===== src/rtl/bmppau_pkg.sv =====
`default_nettype none

package bmppau_pkg;

  // Widths fixed by the register map and the result fields
  localparam int unsigned DimRegW   = 12;
  localparam int unsigned OffRegW   = 12;
  localparam int unsigned CfgDataW  = 12;
  localparam int unsigned CfgIndexW = 3;
  localparam int unsigned CoordW    = 13;
  localparam int unsigned ByteW     = 8;
  localparam int unsigned ArgbW     = 32;

  localparam logic [DimRegW-1:0] ImageWidthRst  = 12'd800;
  localparam logic [DimRegW-1:0] ImageHeightRst = 12'd480;

  typedef enum logic [CfgIndexW-1:0] {
    CFG_IMAGE_WIDTH    = 3'd0,
    CFG_WIDTH_MIRRORED = 3'd1,
    CFG_IMAGE_HEIGHT   = 3'd2,
    CFG_ROWS_TOP_DOWN  = 3'd3,
    CFG_ALPHA_PRESENT  = 3'd4,
    CFG_OFFSET_X       = 3'd5,
    CFG_OFFSET_Y       = 3'd6
  } cfg_index_e;

  // Which byte of the pixel is expected next
  typedef enum logic [1:0] {
    PH_BLUE  = 2'd0,
    PH_GREEN = 2'd1,
    PH_RED   = 2'd2,
    PH_ALPHA = 2'd3
  } byte_phase_e;

endpackage

`default_nettype wire


===== src/rtl/bmp_pixel_array_unpacker_unit.sv =====
// A pixel's result is registered and offered in the cycle after the transfer of its last byte.
// One byte per cycle, back to back, while pixels are taken as offered;
// a pixel held in the single result register and not taken stalls every byte until it is.
// Reset (asynchronous, active low) restores the default registers (800 x 480,
// bottom-up, unmirrored, 24-bit, zero offsets) and starts at the first byte of an image.
`default_nettype none

module bmp_pixel_array_unpacker_unit #(
  parameter int unsigned MAX_DIMENSION = 2048
) (
  input  wire logic                                   clk_i,
  input  wire logic                                   rst_ni,
  // configuration write port
  input  wire logic                                   cfg_we_i,
  input  wire logic [bmppau_pkg::CfgIndexW-1:0]       cfg_index_i,
  input  wire logic [bmppau_pkg::CfgDataW-1:0]        cfg_wdata_i,
  // byte stream in
  input  wire logic                                   in_valid_i,
  output logic                                        in_ready_o,
  input  wire logic [bmppau_pkg::ByteW-1:0]           pixel_byte_i,
  // pixel out
  output logic                                        out_valid_o,
  input  wire logic                                   out_ready_i,
  output logic signed [bmppau_pkg::CoordW-1:0]        screen_x_o,
  output logic signed [bmppau_pkg::CoordW-1:0]        screen_y_o,
  output logic [bmppau_pkg::ArgbW-1:0]                argb_color_o,
  output logic                                        last_pixel_o
);

  // Counter holds 0 .. MAX_DIMENSION-1; effective dimension holds 1 .. MAX_DIMENSION
  localparam int unsigned CntW  = $clog2(MAX_DIMENSION);
  localparam int unsigned DimW  = CntW + 1;
  localparam int unsigned RegW  = bmppau_pkg::DimRegW;
  localparam int unsigned CmpW  = (DimW > RegW) ? DimW : RegW;
  localparam int unsigned CrdW  = bmppau_pkg::CoordW;
  // Coordinate maths runs at least CoordW wide and wraps on truncation
  localparam int unsigned ExtW  = (DimW > CrdW) ? DimW : CrdW;
  localparam int unsigned OffW  = bmppau_pkg::OffRegW;
  localparam int unsigned ByteW = bmppau_pkg::ByteW;

  // ---------------------------------------------------------------------------
  // Configuration registers
  // ---------------------------------------------------------------------------
  logic [RegW-1:0] image_width_q, image_height_q;
  logic            width_mirrored_q, rows_top_down_q, alpha_present_q;
  logic [OffW-1:0] offset_x_q, offset_y_q;

  always_ff @(posedge clk_i or negedge rst_ni) begin
    if (!rst_ni) begin
      image_width_q    <= bmppau_pkg::ImageWidthRst;
      image_height_q   <= bmppau_pkg::ImageHeightRst;
      width_mirrored_q <= 1'b0;
      rows_top_down_q  <= 1'b0;
      alpha_present_q  <= 1'b0;
      offset_x_q       <= '0;
      offset_y_q       <= '0;
    end else if (cfg_we_i) begin
      case (cfg_index_i)
        bmppau_pkg::CFG_IMAGE_WIDTH:    image_width_q    <= cfg_wdata_i[RegW-1:0];
        bmppau_pkg::CFG_WIDTH_MIRRORED: width_mirrored_q <= cfg_wdata_i[0];
        bmppau_pkg::CFG_IMAGE_HEIGHT:   image_height_q   <= cfg_wdata_i[RegW-1:0];
        bmppau_pkg::CFG_ROWS_TOP_DOWN:  rows_top_down_q  <= cfg_wdata_i[0];
        bmppau_pkg::CFG_ALPHA_PRESENT:  alpha_present_q  <= cfg_wdata_i[0];
        bmppau_pkg::CFG_OFFSET_X:       offset_x_q       <= cfg_wdata_i[OffW-1:0];
        bmppau_pkg::CFG_OFFSET_Y:       offset_y_q       <= cfg_wdata_i[OffW-1:0];
        default: ; // unmapped index: write dropped
      endcase
    end
  end

  // ---------------------------------------------------------------------------
  // Effective dimensions: zero acts as one, oversize clamps to MAX_DIMENSION
  // ---------------------------------------------------------------------------
  logic [CmpW-1:0] width_ext, height_ext;
  logic [DimW-1:0] width_eff, height_eff;
  logic [CntW-1:0] last_col, last_row;

  always_comb begin
    width_ext  = CmpW'(image_width_q);
    height_ext = CmpW'(image_height_q);

    if (width_ext == '0) begin
      width_eff = DimW'(1);
    end else if (width_ext > CmpW'(MAX_DIMENSION)) begin
      width_eff = DimW'(MAX_DIMENSION);
    end else begin
      width_eff = width_ext[DimW-1:0];
    end

    if (height_ext == '0) begin
      height_eff = DimW'(1);
    end else if (height_ext > CmpW'(MAX_DIMENSION)) begin
      height_eff = DimW'(MAX_DIMENSION);
    end else begin
      height_eff = height_ext[DimW-1:0];
    end

    last_col = CntW'(width_eff - DimW'(1));
    last_row = CntW'(height_eff - DimW'(1));
  end

  // ---------------------------------------------------------------------------
  // Gathering state
  // ---------------------------------------------------------------------------
  bmppau_pkg::byte_phase_e phase_q, phase_d;
  logic [CntW-1:0]  col_cnt_q, col_cnt_d;
  logic [CntW-1:0]  row_cnt_q, row_cnt_d;
  logic [1:0]       pad_left_q, pad_left_d;
  logic [ByteW-1:0] blue_q, green_q, red_q;
  logic [ByteW-1:0] blue_d, green_d, red_d;

  // result register
  logic                          out_valid_q, out_valid_d;
  logic signed [CrdW-1:0]        screen_x_q, screen_x_d;
  logic signed [CrdW-1:0]        screen_y_q, screen_y_d;
  logic [bmppau_pkg::ArgbW-1:0]  argb_q, argb_d;
  logic                          last_q, last_d;

  logic            in_xfer, emit;
  logic            row_end, img_end;
  logic [ByteW-1:0] alpha_byte;
  logic [ExtW-1:0] col_pos, row_pos, sx_sum, sy_sum;

  // Accept whenever the result slot is empty or being drained this cycle
  assign in_ready_o = !out_valid_q || out_ready_i;
  assign in_xfer    = in_valid_i && in_ready_o;

  always_comb begin
    phase_d    = phase_q;
    col_cnt_d  = col_cnt_q;
    row_cnt_d  = row_cnt_q;
    pad_left_d = pad_left_q;
    blue_d     = blue_q;
    green_d    = green_q;
    red_d      = red_q;
    emit       = 1'b0;
    alpha_byte = '0;

    row_end = (col_cnt_q >= last_col);
    img_end = row_end && (row_cnt_q >= last_row);

    // column / row with orientation; wraps modulo 2^ExtW, truncated to 13 bits later
    col_pos = width_mirrored_q ? (ExtW'(last_col) - ExtW'(col_cnt_q)) : ExtW'(col_cnt_q);
    row_pos = rows_top_down_q  ? ExtW'(row_cnt_q) : (ExtW'(last_row) - ExtW'(row_cnt_q));

    if (in_xfer) begin
      if (pad_left_q != 2'd0) begin
        pad_left_d = pad_left_q - 2'd1;   // row padding: drop the byte
      end else begin
        case (phase_q)
          bmppau_pkg::PH_BLUE: begin
            blue_d  = pixel_byte_i;
            phase_d = bmppau_pkg::PH_GREEN;
          end
          bmppau_pkg::PH_GREEN: begin
            green_d = pixel_byte_i;
            phase_d = bmppau_pkg::PH_RED;
          end
          bmppau_pkg::PH_RED: begin
            red_d = pixel_byte_i;
            if (alpha_present_q) begin
              phase_d = bmppau_pkg::PH_ALPHA;
            end else begin
              phase_d = bmppau_pkg::PH_BLUE;
              emit    = 1'b1;
            end
          end
          default: begin
            // alpha phase: fourth byte is alpha even if 32-bit mode was cleared meanwhile
            alpha_byte = pixel_byte_i;
            phase_d    = bmppau_pkg::PH_BLUE;
            emit       = 1'b1;
          end
        endcase

        if (emit) begin
          if (row_end) begin
            col_cnt_d  = '0;
            row_cnt_d  = img_end ? '0 : row_cnt_q + CntW'(1);
            // 24-bit rows of w pixels need (w mod 4) pad bytes to reach a word boundary
            pad_left_d = alpha_present_q ? 2'd0 : width_eff[1:0];
          end else begin
            col_cnt_d = col_cnt_q + CntW'(1);
          end
        end
      end
    end
  end

  always_comb begin
    sx_sum = {{(ExtW-OffW){offset_x_q[OffW-1]}}, offset_x_q} + col_pos;
    sy_sum = {{(ExtW-OffW){offset_y_q[OffW-1]}}, offset_y_q} + row_pos;

    out_valid_d = out_valid_q && !out_ready_i;
    screen_x_d  = screen_x_q;
    screen_y_d  = screen_y_q;
    argb_d      = argb_q;
    last_d      = last_q;

    if (emit) begin
      out_valid_d = 1'b1;
      screen_x_d  = signed'(sx_sum[CrdW-1:0]);
      screen_y_d  = signed'(sy_sum[CrdW-1:0]);
      argb_d      = {alpha_byte, red_d, green_q, blue_q};
      last_d      = img_end;
    end
  end

  always_ff @(posedge clk_i or negedge rst_ni) begin
    if (!rst_ni) begin
      phase_q     <= bmppau_pkg::PH_BLUE;
      col_cnt_q   <= '0;
      row_cnt_q   <= '0;
      pad_left_q  <= 2'd0;
      blue_q      <= '0;
      green_q     <= '0;
      red_q       <= '0;
      out_valid_q <= 1'b0;
    end else begin
      phase_q     <= phase_d;
      col_cnt_q   <= col_cnt_d;
      row_cnt_q   <= row_cnt_d;
      pad_left_q  <= pad_left_d;
      blue_q      <= blue_d;
      green_q     <= green_d;
      red_q       <= red_d;
      out_valid_q <= out_valid_d;
    end
  end

  // result payload, no reset needed
  always_ff @(posedge clk_i) begin
    screen_x_q <= screen_x_d;
    screen_y_q <= screen_y_d;
    argb_q     <= argb_d;
    last_q     <= last_d;
  end

  assign out_valid_o  = out_valid_q;
  assign screen_x_o   = screen_x_q;
  assign screen_y_o   = screen_y_q;
  assign argb_color_o = argb_q;
  assign last_pixel_o = last_q;

endmodule

`default_nettype wire

===== config.mk =====
export PLATFORM = sky130hd
export DESIGN_NAME = bmp_pixel_array_unpacker_unit
export DESIGN_NICKNAME = d
export VERILOG_FILES = /design/src/rtl/bmppau_pkg.sv /design/src/rtl/bmp_pixel_array_unpacker_unit.sv
export SDC_FILE = /design/constraint.sdc
export NUM_CORES = 1
export LEC_CHECK = 0
export ABC_CLOCK_PERIOD_IN_PS = 5200
export BUFFER_PORTS_ARGS = -buffer_cell sky130_fd_sc_hd__clkbuf_2
export CORE_UTILIZATION = 60
export CTS_CLUSTER_SIZE = 40
export DETAILED_ROUTE_END_ITERATION = 8
export PLACE_DENSITY = 0.82
export SETUP_SLACK_MARGIN = 0.15
export SYNTH_ARGS = -nofsm -noshare
export SYNTH_HDL_FRONTEND = slang
export SYNTH_SLANG_ARGS = --single-unit
export TNS_END_PERCENT = 10

===== constraint.sdc =====
create_clock -name clk_i -period 5.2 [get_ports clk_i]
set_input_delay 1.56 -clock clk_i [delete_from_list [all_inputs] [get_ports clk_i]]
set_output_delay 1.56 -clock clk_i [all_outputs]
set_load 0.05 [all_outputs]

After elaboration in Yosys (flattened, before gate mapping) --
Index checks and enable logic that the tools add are counted.
Word-level totals: register bits 161, bits of input ports 28, output and inout port bits 61, word-level logic and storage cells 95
Operators by class: add/sub/neg operators 9, order comparisons 4, equal/unequal tests 8, multiplexer cells 24, bitwise logic cells 2, reduce and logical (&&, ||, !) cells 28
Operators by type and width (count):
- two-way mux 11 bit | 6
- adder 13 bit | 2
- two-way mux 13 bit | 2
- > comparator 12 bit (second input constant) | 2
- logical NOT 12 bit | 2
- two-way mux 8 bit | 3
- subtractor 11 x 11 -> 12 bit | 2
- adder 11 x 1 -> 11 bit (second input constant) | 2
- >= comparator 11 bit | 2
- subtractor 11 x 1 -> 11 bit (second input constant) | 2
- AND reduction 2 bit | 8
- AND reduction 3 bit | 4
- two-way mux 2 bit | 5
- equality test 3 bit (second input constant) | 3
- equality test 3 x 2 -> 1 bit (second input constant) | 2
- two-way mux 1 bit | 6
- case mux 2 bit (3 select lines) | 1
- nonzero test 2 bit | 3
- OR reduction 5 bit | 1
- AND reduction 4 bit | 1
- equality test 3 x 1 -> 1 bit (second input constant) | 1
- logical AND 1 bit | 3
- logical NOT 3 bit | 1
- equality test 2 x 1 -> 1 bit (second input constant) | 1
- other kinds (8) | 10

Depth between registers and ports, before layout --
Gate-level depths: netlist of the first run.
depth in word-level cells 8, depth in mapped cells 23, mapped depth without buffers 22

Worst setup path after synthesis of the first run --
Ideal clock, no wire load.
path type input-to-reg, start input out_ready_i, end register col_cnt_q[5], setup time 77 ps, arrival 4694 ps, required time 5123 ps, path slack 429 ps, cell stages on the path 8, buffers on the path 1, cells stage by stage nand2b_1 and4b_1 buf_2 nand2_1 inv_1 nand4_1 or3_1 a21oi_1
On the way: longest elaborated chain between the ends 3
Ends and longest elaborated chain:
- from (decl) | line bmp_pixel_array_unpacker_unit.sv:23 | input wire logic out_ready_i,
- logical OR 1 bit | line bmp_pixel_array_unpacker_unit.sv:125 | assign in_ready_o = !out_valid_q || out_ready_i;
- logical AND 1 bit | line bmp_pixel_array_unpacker_unit.sv:126 | assign in_xfer = in_valid_i && in_ready_o;
- AND reduction 3 bit (no line)
- to (signal assigned) | line bmp_pixel_array_unpacker_unit.sv:221 | col_cnt_q <= col_cnt_d;
- to (decl) | line bmp_pixel_array_unpacker_unit.sv:106 | logic [CntW-1:0] col_cnt_q, col_cnt_d;
Every way passes these cells. A chain may end at the register's enable or synchronous reset.

Worst setup path in the final report of the first run --
start register image_width_q[6], end register screen_x_q[11], in the netlist screen_x_o[11], data pin
On the way: longest elaborated chain between the ends 7, elaborated cells between the ends (all ways) 8, classes of those cells add/sub (3); order compare (1); mux (3); reduce/logical (1)
Ends and longest elaborated chain:
- from (decl) | line bmp_pixel_array_unpacker_unit.sv:44 | logic [RegW-1:0] image_width_q, image_height_q;
- from (signal assigned) | line bmp_pixel_array_unpacker_unit.sv:50 | image_width_q <= bmppau_pkg::ImageWidthRst;
- from (signal assigned) | line bmp_pixel_array_unpacker_unit.sv:59 | bmppau_pkg::CFG_IMAGE_WIDTH: image_width_q <= cfg_wdata_i[RegW-1:0];
- > comparator 12 bit | line bmp_pixel_array_unpacker_unit.sv:84 | end else if (width_ext > CmpW'(MAX_DIMENSION)) begin
- two-way mux 11 bit | line bmp_pixel_array_unpacker_unit.sv:84
- two-way mux 11 bit * | line bmp_pixel_array_unpacker_unit.sv:82 | if (width_ext == '0) begin
- subtractor 11 x 1 -> 11 bit * | line bmp_pixel_array_unpacker_unit.sv:98 | last_col = CntW'(width_eff - DimW'(1));
- subtractor 11 x 11 -> 12 bit * | line bmp_pixel_array_unpacker_unit.sv:143 | col_pos = width_mirrored_q ? (ExtW'(last_col) - ExtW'(col_cnt_q)) : ExtW'(col_cnt_q);
- two-way mux 13 bit * | line bmp_pixel_array_unpacker_unit.sv:143
- adder 13 bit * | line bmp_pixel_array_unpacker_unit.sv:191 | sx_sum = {{(ExtW-OffW){offset_x_q[OffW-1]}}, offset_x_q} + col_pos;
- via sx_sum[11] | line bmp_pixel_array_unpacker_unit.sv:122 | logic [ExtW-1:0] col_pos, row_pos, sx_sum, sy_sum;
- to (signal assigned) | line bmp_pixel_array_unpacker_unit.sv:233 | screen_x_q <= screen_x_d;
- to (decl) | line bmp_pixel_array_unpacker_unit.sv:114 | logic signed [CrdW-1:0] screen_x_q, screen_x_d;
Mark *: on every way through the listed nets, which the timed path passes. The rest lies on a longest branch.

==> results.md, run 1 <==
* Async set-reset flop share out of synthesis at 0.634
* Rows at 44
* Max-slew violations at 0
* Setup Skew at 7.48 ps
* PortBufs at 88
* First-pass GRT wire length at 30.7 mm
* Core Area at 0.0145 mm2
* CP bufs+invs at 2
* Clock Path Buffers at 2
* Drt first pass iters at 5
* Die height at 124 um
* Slack of the critical path at roughly 330 ps
* Critical Path Start Type: flop
* Clock latency on the worst-skew pair at around 430 ps
* Ant diodes at 0
* Max-cap violation count at 0
* CTS tree: built
* Global route overflow at 0
* Die W at approximately 120 um
* Setup Viol. Count Final at 0
* DP HPWL at 13.8 mm
* H-tree Lvls at 4
* Initial Utilization at 0.616
* Crit. End Element: flop
* Yosys warns at 0
* Sequential area share after synthesis at 0.484
* Max frequency at 0.205 GHz
* Worst path depth at 21
* Ranking of synthesized cells by area: dfrtp_1, edfxtp_1, mux2_2
* Setup TNS at 0 ps
* Vias after detailed routing at 6,654
* Worst Reg-to-Reg Cells at 21
* Placed Instances at 1,088
* Hold crit path type: flop to flop
* Initial antenna violation count at 0
* FILL cells at between 1,000 and 1,500
* Vias per cell at approximately 5.9
* Crit-path max FO at 8
* Post-CTS setup buffer count at 0
* Cell taking the most area after synthesis: dfrtp_1
* Largest net degree at the start of global routing at 64
* Total track usage at 0.265
* Clock-pin slew on the worst setup and hold paths at 60 ps
* Maximum VDD drop at 0.348 mV
* RSZ-0062 raised after global routing: true
* Share of layout cells above drive strength 1 at 0.247
* Cell Pwr Density at around 660 mW/mm2
* Top_reg_cell synth: dfrtp_1
* CP required at about 5400 ps
* WL final at 19.3 mm
* Routed Antenna Nets at 0
* CP Class: flop to flop
* Syn Area/Cell at 10.8 um2
* Most frequent cells after synthesis: dfrtp_1, mux2_2, nor2_1
* #FFs+latches synth at 161
* Slowest-stage cell, CP: or4_4
* Residual DRC at 0
* Syn_nets at between 900 and 1,000
* Synth-to-Final Area Change at 13.9%
* Crit-path cells: or4_4 > nor4_4 > nor2_1 > nor2_2 > inv_1 > ha_2 > inv_2 > xnor2_1 > ha_1 > nor2b_1 > o31ai_2 > a21oi_4 > a31oi_4 > xor2_1 > mux2i_1 > ha_1 > a21o_1 > a21o_1 > a31o_2 > a21oi_1 > xnor2_1
* Clock sink count at 161
* Critical path data arrival time at between 5000 and 6000 ps
* Distinct cells, synth at 64
* Register area at 0.00433 mm2
* Status: completed
* Fin. Hold Viols at 0
* Worst-margin pin slew at 1010 ps
* Top cell type's share of synthesized area at 0.266
* Area occupied by multi-input gates at 0.00444 mm2
* Die area at between 0.015 and 0.02 mm2
* Vias in the first global route at 6,312
* Final #Nets at 1,009
* Power, Total at 6.75 mW
* TritonCTS buffer count at 17
* Cell Area, Synth at 0.00895 mm2
* Top-Level Pins at 89
* WL/cell at 17.2 um
* RePlAce Congestion at 0.917
* Post-Syn Instances at roughly 830
* Clock period minus worst slack at roughly 4900 ps
* Leak at around 4.4 nW
* Delay-heaviest family, CP: compound AO/OA/AOI/OAI gates
* Worst slew margin at 0.323
* Final period util at 0.937
* Drt first-iter violations at between 500 and 600
* Fin cells at 1,120
* Top-count cell post-synth: dfrtp_1
* Hold_buf cts at 0
* Hold path depth at 0
* Placement Setup Slack at 148 ps
* CP peak stage delay at 590 ps
* Post-synth EDFFs at 59
* CTS root buf: clkbuf_16
[power by group]
group / switching, mW / internal, mW
clock: 0.509 / 0.602
sequential: 0.280 / 1.92
combinational: 2.17 / 1.26
[cell usage in the layout, fill, tap and decap left out, types with 23 or more instances in the layout]
cell type  Yosys  layout
dfrtp_1       95      94
clkbuf_2       0      87
mux2_2        74      74
nor2_1        64      64
nand2_1       62      62
edfxtp_1      59      59
ha_1          54      53
o21ai_0       49      49
a21oi_1       42      41
inv_1         39      37
xnor2_1       23      23
[logic make-up (layout without fill, tap and decap cells)]
logic type,after synthesis,after routing,share of synthesized area
xor gates and xnor gates,40,40,0.0392
muxes,80,80,0.0999
buffers and inverters,59,169,0.0252
DFF,161,161,0.484
and+or+nand+nor,258,258,0.148
adders and majority gates,58,58,0.0845
AOI/OAI and AO/OA,170,170,0.119
[flip-flops by register name (all words and copies together) (netlist names)]
name,flops
argb_color_o,32
green_q,8
col_cnt_q,11
row_cnt_q,11
blue_q,8
height_ext,12
image_width_q,12
screen_x_o,13
red_q,8
phase_q,2
last_pixel_o,1
offset_y_q,12
out_valid_o,1
offset_x_q,12
alpha_present_q,1
rows_top_down_q,1
screen_y_o,13
width_mirrored_q,1
pad_left_q,2
[final timing paths]
kind                             startpoint          endpoint  slack [ps]
max                        image_width_q[6]    screen_x_o[11]         330
min                              green_q[2]  argb_color_o[10]         440
max reg2reg                image_width_q[6]    screen_x_o[11]         330
min reg2reg                      green_q[2]  argb_color_o[10]         440
max in group asynchronous            rst_ni  image_width_q[6]        3210
min in group asynchronous            rst_ni    offset_y_q[10]         960
[worst register-to-register path: stages, from the launching register on]
cell     delay, ps
dfrtp_2        460
or4_4          590
nor4_4         250
nor2_1          80
nor2_2         110
inv_1           70
ha_2           210
inv_2          110
xnor2_1        140
ha_1           300
nor2b_1        180
o31ai_2        340
a21oi_4        140
a31oi_4        190
xor2_1         190
mux2i_1        100
ha_1           340
a21o_1         180
a21o_1         200
a31o_2         220
a21oi_1        170
xnor2_1         80
[stage by stage]
| stage | hold WS [ps] | area (um2) | util |
|---|---|---|---|
| detailed placement | 431 | 9620 | 0.662 |
| global route | 450 | 10200 | 0.701 |
| finish | 440 | 10200 | 0.701 |
| CTS | 441 | 10100 | 0.698 |
| global placement | 423 | 9620 | 0.662 |
| floorplan | 419 | 8950 | - |
[what timing repair did]
item                       CTS  global route
resized for setup            0            12
setup endpoints to repair    2             7
pin swaps                    1             2
[area by class of cell]
| cell class | instances | share of cell area |
|---|---|---|
| inverters | 39 | 0.0144 |
| multi-input cells | 606 | 0.436 |
| well taps | 184 | 0.0226 |
| clock inverters | 15 | 0.00933 |
| repair buffers | 98 | 0.0508 |
| clock buffers | 17 | 0.0417 |
| flip-flops and latches | 161 | 0.425 |
[per-layer routing]
layer	vias to the layer above	global-route usage	routed length (um)
li1	3222	-	-
met1	3205	0.344	8380
met2	183	0.436	9620
met3	44	0.0531	779
met4	0	0.102	471
met5	-	0	0
Note: power is estimated with default switching activity, not from simulation.
==> run 2, diff against run 1 <==
Settings changed: CORE_UTILIZATION 60 to 62, CTS_BUF_LIST set to sky130_fd_sc_hd__clkbuf_8, PLACE_DENSITY 0.82 to 0.84.
==> results.md, run 2 (synthesis results as in run 1) <==
* RePlAce Congestion at 0.912
* Worst-margin pin slew at 904 ps
* Placed Instances at between 1,000 and 1,500
* Setup Skew at 11.5 ps
* Switch Pwr at 2.98 mW
* Routed Antenna Nets at 0
* Drt first-iter violations at approximately 530
* PortBufs at 88
* Max-cap violation count at 0
* Vias in the first global route at ~6,300
* Max reg flops at 32
* Clock latency on the worst-skew pair at ~460 ps
* CTS tree: built
* Most frequent cells in the layout: dfrtp_1, clkbuf_2, mux2_2
* Fin. Hold Viols at 0
* Final period util at 0.923
* Initial antenna violation count at 0
* Fin cells at 1,121
* Cell Pwr Density at 657 mW/mm2
* RSZ-0062 raised after global routing: true
* Critical path data arrival time at 5030 ps
* Global route overflow at 0
* First-pass GRT wire length at about 32 mm
* Die area at approximately 0.015 mm2
* Clock Power Share at 0.143
* R2r endpoint: screen_x_o[11]
* Core Area at approximately 0.014 mm2
* Maximum VDD drop at 0.256 mV
* Clock Path Buffers at 2
* Design area at 0.0101 mm2
* Setup Viol. Count Final at 0
* Leak at 4.33 nW
* Vias after detailed routing at roughly 6,700
* CP bufs+invs at 2
* Comb power frac at 0.525
* Die W at roughly 120 um
* Residual DRC at 0
* Largest net degree at the start of global routing at 63
* Setup TNS at 0 ps
* Delay-heaviest family, CP: compound AO/OA/AOI/OAI gates
* Total track usage at 0.280
* Die height at 122 um
* H-tree Lvls at 4
* Worst Reg-to-Reg Cells at 21
* Slack of the critical path at 399 ps
* Fin Hold WS at 450 ps
* Clock-pin slew on the worst setup and hold paths at 90 ps
* WL/cell at 17.8 um
* Hold path depth at 0
* CP required at about 5400 ps
* CP Class: flop to flop
* CP peak stage delay at 570 ps
* Final #Nets at 1,014
* Hold crit path type: flop to flop
* Hold path start: green_q[3]
* Crit-path cells: or4_4 > nor4_4 > nor2_1 > nor2_2 > inv_1 > ha_2 > inv_2 > xnor2_1 > ha_1 > nor2b_1 > o31ai_2 > a21oi_2 > a31oi_2 > xor2_1 > mux2i_1 > ha_1 > a21o_1 > a21o_1 > a31o_2 > a21oi_1 > xnor2_1
* Critical Path Start Type: flop
* Worst slew margin at 0.396
* Sequential Power Share at 0.333
* Clock sink count at approximately 160
* Clock period minus worst slack at 4800 ps
* Crit-path max FO at 6
* CTS root buf: clkbuf_8
* Rows at 43
* Placed cell areas at between 0.009 and 0.01 mm2
* Initial Utilization at 0.640
* Placement Setup Slack at between 100 and 150 ps
* Share of layout cells above drive strength 1 at 0.256
* Max frequency at 0.208 GHz
* Synth-to-Final Area Change at 12.9%
* R2R Setup Slk at 400 ps
* Commonest non-fill, non-tap cell in the layout: dfrtp_1
* Max-slew violations at 0
* Worst r2r src: image_width_q[6]
* Hold Crit Endpoint: argb_color_o[11]
* Ant diodes at 0
* Switching Share at 0.449
* WL final at 20.0 mm
* DP HPWL at 14.3 mm
* TritonCTS buffer count at 17
* Drt first pass iters at 5
* Final Util at 0.722
* Internal Power at between 3 and 4 mW
* Slowest-stage cell, CP: or4_4
* Power, Total at 6.63 mW
* Status: completed
* Crit. End Element: flop
* Top-Level Pins at 89
* Vias per cell at 5.99
==> run 2: timing repair <==
item	in CTS	in global routing
gates resized for setup	1	8
pin swaps	1	4
buffers inserted	1	5
hold buffers	0	0
endpoints found under the setup margin	3	8
==> run 2: worst max-delay path by stage <==
stage	endpoint	cells past startpoint	slack, ps	from
after floorplan	col_cnt_q[5]	8	430	out_ready_i
after global placement	screen_x_o[11]	21	300	image_width_q[6]
after detailed placement	screen_x_o[11]	21	110	image_width_q[4]
after CTS	screen_x_o[11]	21	170	image_width_q[6]
after global routing	screen_x_o[11]	21	100	image_width_q[4]
final	screen_x_o[11]	21	400	image_width_q[6]
==> run 2: layer usage <==
metal,vias to the layer above,part of all wire,GRT usage
met5,-,0,0
met3,32,0.065,0.0599
met4,0,0.020,0.0983
met1,3217,0.45,0.387
li1,3219,-,-
met2,248,0.46,0.439
==> run 2: power groups by stage <==
| stage | Sequential, mW | Combinational [mW] | Clock [mW] |
|---|---|---|---|
| 5_1_grt | 2.26 | 3.80 | 1.02 |
| 6_report | 2.21 | 3.48 | 0.945 |
| 2_1_floorplan | 2.77 | 2.05 | 0 |
| 4_1_cts | 2.21 | 3.40 | 0.958 |
| 3_3_place_gp | 2.20 | 3.28 | 0 |
| 3_5_place_dp | 2.23 | 3.36 | 0 |
==> run 2: cell type report <==
class | count | area [um2]
multi-input combinational | 606 | 4430
sequential | 161 | 4330
fill | 1015 | 3890
timing repair buffer | 103 | 556
clock buffer | 17 | 234
tap | 180 | 225
clock inverter | 15 | 174
inverter | 39 | 146
